<file path="config.mk">
export PLATFORM = sky130hd
export DESIGN_NAME = button_gesture_classifier_flat
export DESIGN_NICKNAME = d
export VERILOG_FILES = /design/src/rtl/core/bgc_pkg.sv /design/src/rtl/core/bgc_if.sv /design/src/rtl/core/bgc_cfg_regs.sv /design/src/rtl/core/bgc_fsm.sv /design/src/rtl/core/button_gesture_classifier.sv /design/src/flat_wrapper.sv
export VERILOG_INCLUDE_DIRS = /design/src /design/src/rtl/core
export SDC_FILE = /design/constraint.sdc
export NUM_CORES = 1
export LEC_CHECK = 0
export BUFFER_PORTS_ARGS = -buffer_cell sky130_fd_sc_hd__buf_2
export CELL_PAD_IN_SITES_DETAIL_PLACEMENT = 1
export CELL_PAD_IN_SITES_GLOBAL_PLACEMENT = 1
export CORE_MARGIN = 2
export CORE_UTILIZATION = 49
export CTS_BUF_LIST = sky130_fd_sc_hd__clkbuf_8
export DETAILED_ROUTE_END_ITERATION = 8
export PLACE_DENSITY_LB_ADDON = 0.08
export SLEW_MARGIN = 30
export SYNTH_ARGS = -nofsm -noshare
export SYNTH_HDL_FRONTEND = slang
export SYNTH_SLANG_ARGS = --single-unit
</file>
<file path="constraint.sdc">
create_clock -name clk -period 4.9 [get_ports clk]
set_clock_uncertainty 0.2 [all_clocks]
set_input_delay 1.225 -clock clk [delete_from_list [all_inputs] [get_ports clk]]
set_output_delay 1.225 -clock clk [all_outputs]
set_load 0.02 [all_outputs]
</file>
<file path="src/rtl/core/button_gesture_classifier_macros.svh">
// ----------------------------------------------------------------------------
// Button gesture classifier: assertion macros
// Clocked, reset-gated property checks used at the end of the top level.
// ----------------------------------------------------------------------------
`ifndef BUTTON_GESTURE_CLASSIFIER_MACROS_SVH
`define BUTTON_GESTURE_CLASSIFIER_MACROS_SVH

// property holds at every edge outside reset
`define BGC_ASSERT(lbl, prop, msg) \
	lbl: assert property (@(posedge clk) disable iff (!arst_n) (prop)) else $error(msg);

// antecedent this cycle implies consequent next cycle
`define BGC_ASSERT_NEXT(lbl, ante, cons, msg) \
	lbl: assert property (@(posedge clk) disable iff (!arst_n) (ante) |=> (cons)) \
		else $error(msg);

`endif

</file>
<file path="src/rtl/core/bgc_pkg.sv">
// ----------------------------------------------------------------------------
// bgc_pkg
// Shared types, register map and event codes of the gesture classifier.
// ----------------------------------------------------------------------------
package bgc_pkg;

	localparam int KEY_COUNT        = 2;
	localparam int EDGES_FOR_DOUBLE = 4;

	localparam int ADDR_W = 5;
	localparam int DATA_W = 32;

	localparam logic [2:0] REG_DEBOUNCE     = 3'd0;
	localparam logic [2:0] REG_SHORT_WINDOW = 3'd1;
	localparam logic [2:0] REG_MEDIUM_WIN   = 3'd2;
	localparam logic [2:0] REG_REPEAT_PER   = 3'd3;
	localparam logic [2:0] REG_VLONG_REPS   = 3'd4;
	localparam logic [2:0] REG_SHORT_MIN    = 3'd5;
	localparam logic [2:0] REG_MULTI_PRESS  = 3'd6;

	localparam logic [15:0] RST_DEBOUNCE     = 16'd20;
	localparam logic [15:0] RST_SHORT_WINDOW = 16'd500;
	localparam logic [15:0] RST_MEDIUM_WIN   = 16'd1000;
	localparam logic [15:0] RST_REPEAT_PER   = 16'd200;
	localparam logic [7:0]  RST_VLONG_REPS   = 8'd10;
	localparam logic [15:0] RST_SHORT_MIN    = 16'd60;
	localparam logic [15:0] RST_MULTI_PRESS  = 16'd400;

	localparam logic [2:0] EV_NONE   = 3'd0;
	localparam logic [2:0] EV_SHORT  = 3'd1;
	localparam logic [2:0] EV_MEDIUM = 3'd2;
	localparam logic [2:0] EV_DOUBLE = 3'd3;
	localparam logic [2:0] EV_VLONG  = 3'd4;
	localparam logic [2:0] EV_REPEAT = 3'd5;

	typedef struct packed {
		logic [15:0] debounce_ticks;
		logic [15:0] short_window_ticks;
		logic [15:0] medium_window_ticks;
		logic [15:0] repeat_period_ticks;
		logic [7:0]  very_long_repeats;
		logic [15:0] short_min_ticks;
		logic [15:0] multi_press_ticks;
	} cfg_t;

endpackage

</file>
<file path="src/rtl/core/bgc_if.sv">
// ----------------------------------------------------------------------------
// bgc_key_if / bgc_event_if
// Valid/ready channels for key samples in and gesture events out.
// ----------------------------------------------------------------------------
interface bgc_key_if;
	logic       valid;
	logic       ready;
	logic [1:0] key_sample;

	modport source (output valid, output key_sample, input ready);
	modport sink (input valid, input key_sample, output ready);
endinterface

interface bgc_event_if;
	logic       valid;
	logic       ready;
	logic [2:0] press_event;
	logic [1:0] event_key;

	modport source (output valid, output press_event, output event_key, input ready);
	modport sink (input valid, input press_event, input event_key, output ready);
endinterface

</file>
<file path="src/rtl/core/bgc_cfg_regs.sv">
// ----------------------------------------------------------------------------
// bgc_cfg_regs
// APB register file holding the timing thresholds.
// ----------------------------------------------------------------------------
module bgc_cfg_regs
	import bgc_pkg::*;
(
	input  logic              clk,
	input  logic              arst_n,
	input  logic              psel,
	input  logic              penable,
	input  logic              pwrite,
	input  logic [ADDR_W-1:0] paddr,
	input  logic [DATA_W-1:0] pwdata,
	output logic [DATA_W-1:0] prdata,
	output logic              pready,
	output cfg_t              cfg
);

	cfg_t       cfg_q;
	logic       wr_en;
	logic [2:0] reg_idx;

	assign pready  = 1'b1;
	assign wr_en   = psel && penable && pwrite;
	assign reg_idx = paddr[ADDR_W-1:2];
	assign cfg     = cfg_q;

	always_ff @(posedge clk or negedge arst_n) begin
		if (!arst_n) begin
			cfg_q.debounce_ticks      <= RST_DEBOUNCE;
			cfg_q.short_window_ticks  <= RST_SHORT_WINDOW;
			cfg_q.medium_window_ticks <= RST_MEDIUM_WIN;
			cfg_q.repeat_period_ticks <= RST_REPEAT_PER;
			cfg_q.very_long_repeats   <= RST_VLONG_REPS;
			cfg_q.short_min_ticks     <= RST_SHORT_MIN;
			cfg_q.multi_press_ticks   <= RST_MULTI_PRESS;
		end else if (wr_en) begin
			case (reg_idx)
				REG_DEBOUNCE:     cfg_q.debounce_ticks      <= pwdata[15:0];
				REG_SHORT_WINDOW: cfg_q.short_window_ticks  <= pwdata[15:0];
				REG_MEDIUM_WIN:   cfg_q.medium_window_ticks <= pwdata[15:0];
				REG_REPEAT_PER:   cfg_q.repeat_period_ticks <= pwdata[15:0];
				REG_VLONG_REPS:   cfg_q.very_long_repeats   <= pwdata[7:0];
				REG_SHORT_MIN:    cfg_q.short_min_ticks     <= pwdata[15:0];
				REG_MULTI_PRESS:  cfg_q.multi_press_ticks   <= pwdata[15:0];
				default: ;
			endcase
		end
	end

	always_comb begin
		case (reg_idx)
			REG_DEBOUNCE:     prdata = {16'd0, cfg_q.debounce_ticks};
			REG_SHORT_WINDOW: prdata = {16'd0, cfg_q.short_window_ticks};
			REG_MEDIUM_WIN:   prdata = {16'd0, cfg_q.medium_window_ticks};
			REG_REPEAT_PER:   prdata = {16'd0, cfg_q.repeat_period_ticks};
			REG_VLONG_REPS:   prdata = {24'd0, cfg_q.very_long_repeats};
			REG_SHORT_MIN:    prdata = {16'd0, cfg_q.short_min_ticks};
			REG_MULTI_PRESS:  prdata = {16'd0, cfg_q.multi_press_ticks};
			default:          prdata = '0;
		endcase
	end

endmodule

</file>
<file path="src/rtl/core/bgc_fsm.sv">
// ----------------------------------------------------------------------------
// bgc_fsm
// Gesture state: countdown, tick counter, edge detect and mode machine.
// Event for the current item is combinational; state updates on step.
// ----------------------------------------------------------------------------
module bgc_fsm
	import bgc_pkg::*;
#(
	parameter int NUM_KEYS     = KEY_COUNT,
	parameter int DOUBLE_EDGES = EDGES_FOR_DOUBLE
)
(
	input  logic       clk,
	input  logic       arst_n,
	input  logic       step,
	input  logic [1:0] key_sample,
	input  cfg_t       cfg,
	output logic [2:0] press_event,
	output logic [1:0] event_key
);

	typedef enum logic [1:0] {
		MODE_IDLE,
		MODE_DEBOUNCE,
		MODE_CHECK,
		MODE_REPEAT
	} mode_t;

	localparam logic [1:0] KEY_MAX  = 2'(NUM_KEYS);
	localparam logic [7:0] EDGE_DBL = 8'(DOUBLE_EDGES);
	localparam logic [7:0] EDGE_M1  = 8'(DOUBLE_EDGES - 1);

	logic        was_pressed_q;
	mode_t       mode_q;
	logic [15:0] countdown_q;
	logic [7:0]  repeat_count_q;
	logic [7:0]  edge_count_q;
	logic [15:0] tick_now_q;
	logic [15:0] press_length_q;
	logic [15:0] two_press_span_q;
	logic [1:0]  held_key_q;

	mode_t       mode_n;
	logic [15:0] countdown_n;
	logic [7:0]  repeat_count_n;
	logic [7:0]  repeat_inc;
	logic [7:0]  edge_count_n;
	logic [15:0] tick_n;
	logic [15:0] press_length_n;
	logic [15:0] two_press_span_n;
	logic [1:0]  held_upd;
	logic [1:0]  held_key_n;
	logic        pressed;
	logic [2:0]  ev_raw;
	logic [2:0]  ev;

	assign pressed    = (key_sample != 2'd0) && (key_sample <= KEY_MAX);
	assign tick_n     = tick_now_q + 16'd1;
	assign repeat_inc = repeat_count_q + 8'd1;

	always_comb begin
		mode_n           = mode_q;
		countdown_n      = (countdown_q != 16'd0) ? countdown_q - 16'd1 : countdown_q;
		repeat_count_n   = repeat_count_q;
		edge_count_n     = edge_count_q;
		press_length_n   = press_length_q;
		two_press_span_n = two_press_span_q;
		held_upd         = pressed ? key_sample : held_key_q;
		ev_raw           = EV_NONE;

		if (pressed && !was_pressed_q) begin
			press_length_n = tick_n;
			if (edge_count_q == 8'd0) begin
				two_press_span_n = tick_n;
			end
			edge_count_n = edge_count_q + 8'd1;
			if (mode_q == MODE_IDLE) begin
				mode_n      = MODE_DEBOUNCE;
				countdown_n = cfg.debounce_ticks;
			end
		end else if (pressed) begin
			if (countdown_n == 16'd0) begin
				case (mode_q)
					MODE_DEBOUNCE: begin
						mode_n      = MODE_CHECK;
						countdown_n = cfg.short_window_ticks;
					end
					MODE_CHECK: begin
						mode_n         = MODE_REPEAT;
						countdown_n    = cfg.medium_window_ticks;
						repeat_count_n = 8'd0;
					end
					MODE_REPEAT: begin
						countdown_n    = cfg.repeat_period_ticks;
						repeat_count_n = repeat_inc;
						ev_raw = (repeat_inc == cfg.very_long_repeats) ? EV_VLONG : EV_REPEAT;
					end
					default: ;
				endcase
			end
		end else if (was_pressed_q) begin
			press_length_n = tick_n - press_length_q;
			if (edge_count_q == EDGE_M1) begin
				two_press_span_n = tick_n - two_press_span_q;
			end
			edge_count_n = edge_count_q + 8'd1;
			if (mode_q == MODE_CHECK || mode_q == MODE_REPEAT) begin
				countdown_n = cfg.debounce_ticks;
			end
		end else begin
			if (countdown_n == 16'd0) begin
				case (mode_q)
					MODE_CHECK: begin
						if (press_length_q > cfg.short_min_ticks) begin
							edge_count_n = 8'd0;
							ev_raw       = EV_SHORT;
						end else if (edge_count_q == EDGE_DBL) begin
							if (two_press_span_q < cfg.multi_press_ticks) begin
								ev_raw = EV_DOUBLE;
							end
							edge_count_n = 8'd0;
						end
						mode_n = MODE_IDLE;
					end
					MODE_REPEAT: begin
						if (repeat_count_q == 8'd0) begin
							ev_raw = EV_MEDIUM;
						end
						edge_count_n = 8'd0;
						mode_n       = MODE_IDLE;
					end
					default: ;
				endcase
			end
		end

		ev         = (held_upd == 2'd0) ? EV_NONE : ev_raw;
		held_key_n = (ev != EV_NONE) ? 2'd0 : held_upd;
	end

	assign press_event = ev;
	assign event_key   = (ev != EV_NONE) ? held_upd : 2'd0;

	always_ff @(posedge clk or negedge arst_n) begin
		if (!arst_n) begin
			was_pressed_q    <= 1'b0;
			mode_q           <= MODE_IDLE;
			countdown_q      <= '0;
			repeat_count_q   <= '0;
			edge_count_q     <= '0;
			tick_now_q       <= '0;
			press_length_q   <= '0;
			two_press_span_q <= '0;
			held_key_q       <= '0;
		end else if (step) begin
			was_pressed_q    <= pressed;
			mode_q           <= mode_n;
			countdown_q      <= countdown_n;
			repeat_count_q   <= repeat_count_n;
			edge_count_q     <= edge_count_n;
			tick_now_q       <= tick_n;
			press_length_q   <= press_length_n;
			two_press_span_q <= two_press_span_n;
			held_key_q       <= held_key_n;
		end
	end

endmodule

</file>
<file path="src/rtl/core/button_gesture_classifier.sv">
// Path: an accepted item passes the input register, then the result register, to the output.
// Throughput: one item per cycle unless the output stalls; gesture state updates once per item.
// Input is taken while a result waits only when the input register is empty.
// Reset: arst_n clears the gesture state, pipeline valids and loads register defaults.
// ----------------------------------------------------------------------------
// button_gesture_classifier
// Classifies short, medium, double, repeat and very long presses from
// millisecond key samples.
// ----------------------------------------------------------------------------
`include "button_gesture_classifier_macros.svh"

module button_gesture_classifier
	import bgc_pkg::*;
#(
	parameter int NUM_KEYS     = KEY_COUNT,
	parameter int DOUBLE_EDGES = EDGES_FOR_DOUBLE
)
(
	input  logic              clk,
	input  logic              arst_n,
	bgc_key_if.sink           key_in,
	bgc_event_if.source       event_out,
	input  logic              psel,
	input  logic              penable,
	input  logic              pwrite,
	input  logic [ADDR_W-1:0] paddr,
	input  logic [DATA_W-1:0] pwdata,
	output logic [DATA_W-1:0] prdata,
	output logic              pready
);

	cfg_t       cfg;
	logic       valid_s1;
	logic [1:0] key_s1;
	logic       out_valid_q;
	logic [2:0] press_event_q;
	logic [1:0] event_key_q;
	logic       advance;
	logic       step;
	logic [2:0] ev_comb;
	logic [1:0] key_comb;
	logic       key_agree;

	bgc_cfg_regs u_regs (
		.clk    (clk),
		.arst_n (arst_n),
		.psel   (psel),
		.penable(penable),
		.pwrite (pwrite),
		.paddr  (paddr),
		.pwdata (pwdata),
		.prdata (prdata),
		.pready (pready),
		.cfg    (cfg)
	);

	assign advance      = !out_valid_q || event_out.ready;
	assign step         = valid_s1 && advance;
	assign key_in.ready = !valid_s1 || advance;

	bgc_fsm #(
		.NUM_KEYS    (NUM_KEYS),
		.DOUBLE_EDGES(DOUBLE_EDGES)
	) u_fsm (
		.clk        (clk),
		.arst_n     (arst_n),
		.step       (step),
		.key_sample (key_s1),
		.cfg        (cfg),
		.press_event(ev_comb),
		.event_key  (key_comb)
	);

	always_ff @(posedge clk or negedge arst_n) begin
		if (!arst_n) begin
			valid_s1    <= 1'b0;
			out_valid_q <= 1'b0;
		end else begin
			if (key_in.ready) begin
				valid_s1 <= key_in.valid;
			end
			if (advance) begin
				out_valid_q <= valid_s1;
			end
		end
	end

	always_ff @(posedge clk) begin
		if (key_in.ready && key_in.valid) begin
			key_s1 <= key_in.key_sample;
		end
		if (step) begin
			press_event_q <= ev_comb;
			event_key_q   <= key_comb;
		end
	end

	assign event_out.valid       = out_valid_q;
	assign event_out.press_event = press_event_q;
	assign event_out.event_key   = event_key_q;

	assign key_agree = (press_event_q == EV_NONE) == (event_key_q == 2'd0);

	`BGC_ASSERT(a_key_tracks_event, !out_valid_q || key_agree, "event key disagrees with event code")
	`BGC_ASSERT(a_event_in_range, !out_valid_q || (press_event_q <= EV_REPEAT), "event code out of range")
	`BGC_ASSERT_NEXT(a_stage_held, valid_s1 && !advance, valid_s1, "stalled item lost")
	`BGC_ASSERT_NEXT(a_result_follows, step, out_valid_q, "processed item produced no result")

endmodule
</file>
<file path="src/flat_wrapper.sv">
// flat-port wrapper written by rule: the top's interface ports become plain ports
module button_gesture_classifier_flat import bgc_pkg::*;
#(
	parameter int NUM_KEYS     = KEY_COUNT,
	parameter int DOUBLE_EDGES = EDGES_FOR_DOUBLE
)
  (clk, arst_n, psel, penable, pwrite, paddr, pwdata, prdata, pready, key_in_valid, key_in_key_sample, key_in_ready, event_out_valid, event_out_press_event, event_out_event_key, event_out_ready);
  bgc_key_if key_in_i ();
  bgc_event_if event_out_i ();
  input  logic clk;
  input  logic arst_n;
  input  logic psel;
  input  logic penable;
  input  logic pwrite;
  input  logic [ADDR_W-1:0] paddr;
  input  logic [DATA_W-1:0] pwdata;
  output logic [DATA_W-1:0] prdata;
  output logic pready;
  input wire logic [$bits(key_in_i.valid)-1:0] key_in_valid;
  input wire logic [$bits(key_in_i.key_sample)-1:0] key_in_key_sample;
  output wire logic [$bits(key_in_i.ready)-1:0] key_in_ready;
  output wire logic [$bits(event_out_i.valid)-1:0] event_out_valid;
  output wire logic [$bits(event_out_i.press_event)-1:0] event_out_press_event;
  output wire logic [$bits(event_out_i.event_key)-1:0] event_out_event_key;
  input wire logic [$bits(event_out_i.ready)-1:0] event_out_ready;
  assign key_in_i.valid = key_in_valid;
  assign key_in_i.key_sample = key_in_key_sample;
  assign key_in_ready = key_in_i.ready;
  assign event_out_valid = event_out_i.valid;
  assign event_out_press_event = event_out_i.press_event;
  assign event_out_event_key = event_out_i.event_key;
  assign event_out_i.ready = event_out_ready;
  button_gesture_classifier #(.NUM_KEYS(NUM_KEYS), .DOUBLE_EDGES(DOUBLE_EDGES)) u_core (.clk(clk), .arst_n(arst_n), .key_in(key_in_i), .event_out(event_out_i), .psel(psel), .penable(penable), .pwrite(pwrite), .paddr(paddr), .pwdata(pwdata), .prdata(prdata), .pready(pready));
endmodule
</file>
==> results list <==
- After global routing the overflow that remains totals 0.
* Number of failing setup endpoints in the final timing report: 0
* Most used flip-flop cell after synthesis: dfrtp_1
* Maximum operating frequency: 231 MHz
* Relative contribution of combinational cells to total power: 47.0%
* Fraction of layout instances using a drive strength above 1: 18.3%
* Vias after detailed routing: 10915
- Total of max-cap violations: 0
- At the pin with the least slew margin, the transition time is 0.856 ns.
* Average wire length per cell after detail routing: 21.3 um
- Avg Cell Area, Syn: 9.30 um^2
- Cell Count, Final, Fillers Out: 1809
* Number of storage elements in the synthesis netlist: 198
* Vias in the first global route: 11327
- Area of combinational cells with multiple inputs: 0.00755 mm^2
- After the first detailed-routing iteration, the DRC count stood at 625.
* First-pass GRT wire length: 62200 um
- The run finished with clean final reports.
- Number of buffers created by CTS: 17
- The max-slew violation total from the final report is 0.
- Number of enable flip-flop cells after synthesis: 7
- After floorplanning, the core was sized to cover 0.0267 mm^2.
- During synthesis, Yosys emitted a total of 0 warnings.
- Final ANT Viol Nets: 0
* Starting utilization of the core area: 49.5%
* Number of clock sinks: 198
- Commonest non-fill, non-tap cell in the layout: dfrtp_1
- CTS tree: yes
- The analysis attributes to net switching a power of 3.00 mW.
- Netlist area before placement: 0.0132 mm^2
* Storage cell area: 0.00502 mm^2
- At the placement stage, the worst setup path has a slack of 0.558 ns.
- The number of endpoints with negative hold slack in the final report was 0.
- The floorplan step set the die width to 168 um.
* Synth area leaders: dfrtp_1, mux2_2, ha_1
- Portion of synthesized cell area occupied by the leading cell type: 31.2%
- Buffer type at the clock tree root: clkbuf_8
* Clock buffer depth: 2
- Switching share of power: 43.2%
- STA classifies the critical path endpoint as an output pin.
- Counting every instance in the synthesized netlist gives 1423.
- The net count of the finished layout is 1578.
* Estimated wirelength of the detail-placed design: 29200 um
* Worst voltage drop across the vdd grid: 0.341 mV
* Accumulated negative setup slack: 0 ns
- Post_cts resized: 0
* Post-layout minimum cycle time: 4.34 ns
- In this run the tool buffered the top-level ports with 50 buffer cells.
* Leakage power total: 6.43 nW
* H-tree lvl count: 4
- Required time reported for the critical path endpoint: 3.47 ns
* Total DRC errors in the routed layout: 0
- DP Cell Count: 1776
- CP Max Fanout: 14
* Layout filler cell count: 3101
- Std-Cell Rows: 60
- Fraction of power consumed by sequential logic: 36.4%
- Die height: 168 um
- For this design the ratio of total power to cell area is 487 mW/mm^2.
* Area of the die: 0.0283 mm^2
- Detailed Route WL: 38600 um
- Total routing usage reported by global routing: 27.9%
- Remaining max-slew budget at the tightest pin: 43.0%
- Of all flip-flops after synthesis, the portion carrying an async set or reset was 96.5%.
* Number of antenna violations at the first check in global routing: 0
* Maximum number of pins on one net before global-route repair: 99
- Across all setup checks in the final design, the least slack found is 0.564 ns.
- Area Growth Syn to Fin: 7.80%
- DR pass1 iterations: 8
- At the end of routability-driven placement, the weighted congestion stood at 0.856.
* Path category of the worst min-delay check: reg2reg
* Unrepaired setup endpoints after global routing: no
* Synth cell types: 81
* Crit Path Category: in2out
- Clock latency at the later pin of the worst-skew pair: 0.50 ns
- Register clock-pin slew on the reported worst setup and hold paths: 0.12 ns
* Int Pwr: 3.95 mW
* Library cell with the largest summed area after synthesis: dfrtp_1
- Final period utilization: 88.5%
- Data on the critical path arrives at its endpoint at 2.91 ns.
- Utilization after layout: 53.4%
- For this design, the CTS-stage hold fixing added 0 buffers.
- Total I/O pin count: 86
- In the layout the commonest cells are dfrtp_1, nand2_1, nor2_1.
* Startpoint kind of the worst setup timing path: primary input
- Post-CTS repair timing setup buffer count: 0
- Worst Hold Margin: 0.321 ns
* Proportion of synthesized chip area in sequential cells: 37.9%
- Proportion of power drawn by the clock network: 16.6%
- After detailed routing, the number of vias per cell comes to 6.03.
[path summary, 6_finish.rpt]
path / start / cells after the start / to / slack (ns)
max in group asynchronous: arst_n / 2 / u_core.u_fsm.tick_now_q[7]$_DFFE_PN0P_ / 2.90
hold reg to reg: u_core.u_fsm.tick_now_q[13]$_DFFE_PN0P_ / 1 / u_core.u_fsm.tick_now_q[13]$_DFFE_PN0P_ / 0.32
min in group asynchronous: arst_n / 1 / u_core.u_fsm.countdown_q[14]$_DFFE_PN0P_ / 0.60
setup / recovery: paddr[3] / 5 / prdata[6] / 0.56
setup reg to reg: u_core.u_fsm.countdown_q[0]$_DFFE_PN0P_ / 10 / u_core.u_fsm.edge_count_q[0]$_DFFE_PN0P_ / 0.67
hold / removal: u_core.u_fsm.tick_now_q[13]$_DFFE_PN0P_ / 1 / u_core.u_fsm.tick_now_q[13]$_DFFE_PN0P_ / 0.32
[cell type report]
type,count,share of cell area (%)
multi-input cells,1064,52.9
flip-flops and latches,198,35.2
repair buffers,80,3.48
well taps,341,2.99
inverters,93,2.45
clock buffers,17,1.64
clock inverters,15,1.32
diodes,1,0.0175
[critical path: stages]
cell and delay (ns):
buf_2 0.31, nor2b_1 0.64, a221oi_1 0.21, o22ai_1 0.30, buf_2 0.23
[cells in the mapped netlist, types with 9 or more instances]
cell      count
clkbuf_1     54
nor3_1       29
xor2_1       31
a222oi_1     16
o21ai_0     100
ha_1         76
a221oi_1     10
buf_4        17
dfstp_2      26
inv_1        90
nor2b_1       9
buf_1         9
nor4_1       13
nand2b_1     17
or3_1        10
mux2i_1      33
a211oi_1     14
nand4_1      18
dfrtp_1     165
xnor2_1      34
a21o_1       15
nand3_1      30
o22ai_1      12
mux2_2       96
nand2_1     141
a21oi_1      77
nor2_1      106
a31oi_1      15
[through the flow]
step / area [um^2] / total power [mW]
after floorplan: 13300 / 4.89
after global placement: 13800 / 5.65
after detailed placement: 13800 / 5.82
after CTS: 14300 / 6.99
after global routing: 14300 / 7.49
final: 14300 / 6.95
[power groups by stage]
stage	Sequential (mW)	Combinational, mW	Clock, mW
global route	2.60	3.66	1.23
global placement	2.53	3.12	0
detailed placement	2.56	3.26	0
finish	2.53	3.27	1.15
CTS	2.52	3.28	1.18
floorplan	2.38	2.51	0
[registers in the layout (all words and copies together) (netlist names)]
name,count
u_core.u_fsm.countdown_q,16
u_core.u_fsm.mode_q,2
u_core.u_regs.cfg,104
u_core.u_fsm.tick_now_q,16
u_core.event_out.press_event,3
u_core.u_fsm.held_key_q,2
u_core.event_out.event_key,2
u_core.u_fsm.repeat_count_q,8
u_core.event_out.valid,1
u_core.u_fsm.two_press_span_q,16
u_core.valid_s1,1
u_core.u_fsm.press_length_q,16
u_core.key_s1,2
u_core.u_fsm.edge_count_q,8
u_core.u_fsm.was_pressed_q,1
[layer usage]
metal | GRT usage (%) | vias up | wire length [um]
met1 | 36.4 | 5517 | 17100
met5 | 0 | - | 0
met4 | 6.97 | 0 | 656
met2 | 49.2 | 193 | 19400
li1 | - | 5165 | -
met3 | 3.64 | 40 | 1370
[kinds of logic (layout without fill, tap and decap cells)]
family / Yosys count / in the layout / synth area share [%]
simple gates: 423 / 423 / 15.8
fa+ha+maj: 78 / 78 / 7.49
flops: 198 / 198 / 37.9
xor+xnor: 65 / 65 / 4.30
compound gates: 344 / 344 / 16.8
buf+inv: 176 / 205 / 5.55
other cells: 2 / 18 / 0.0567
mux: 137 / 137 / 12.0
(Power assumes the default switching activity.)
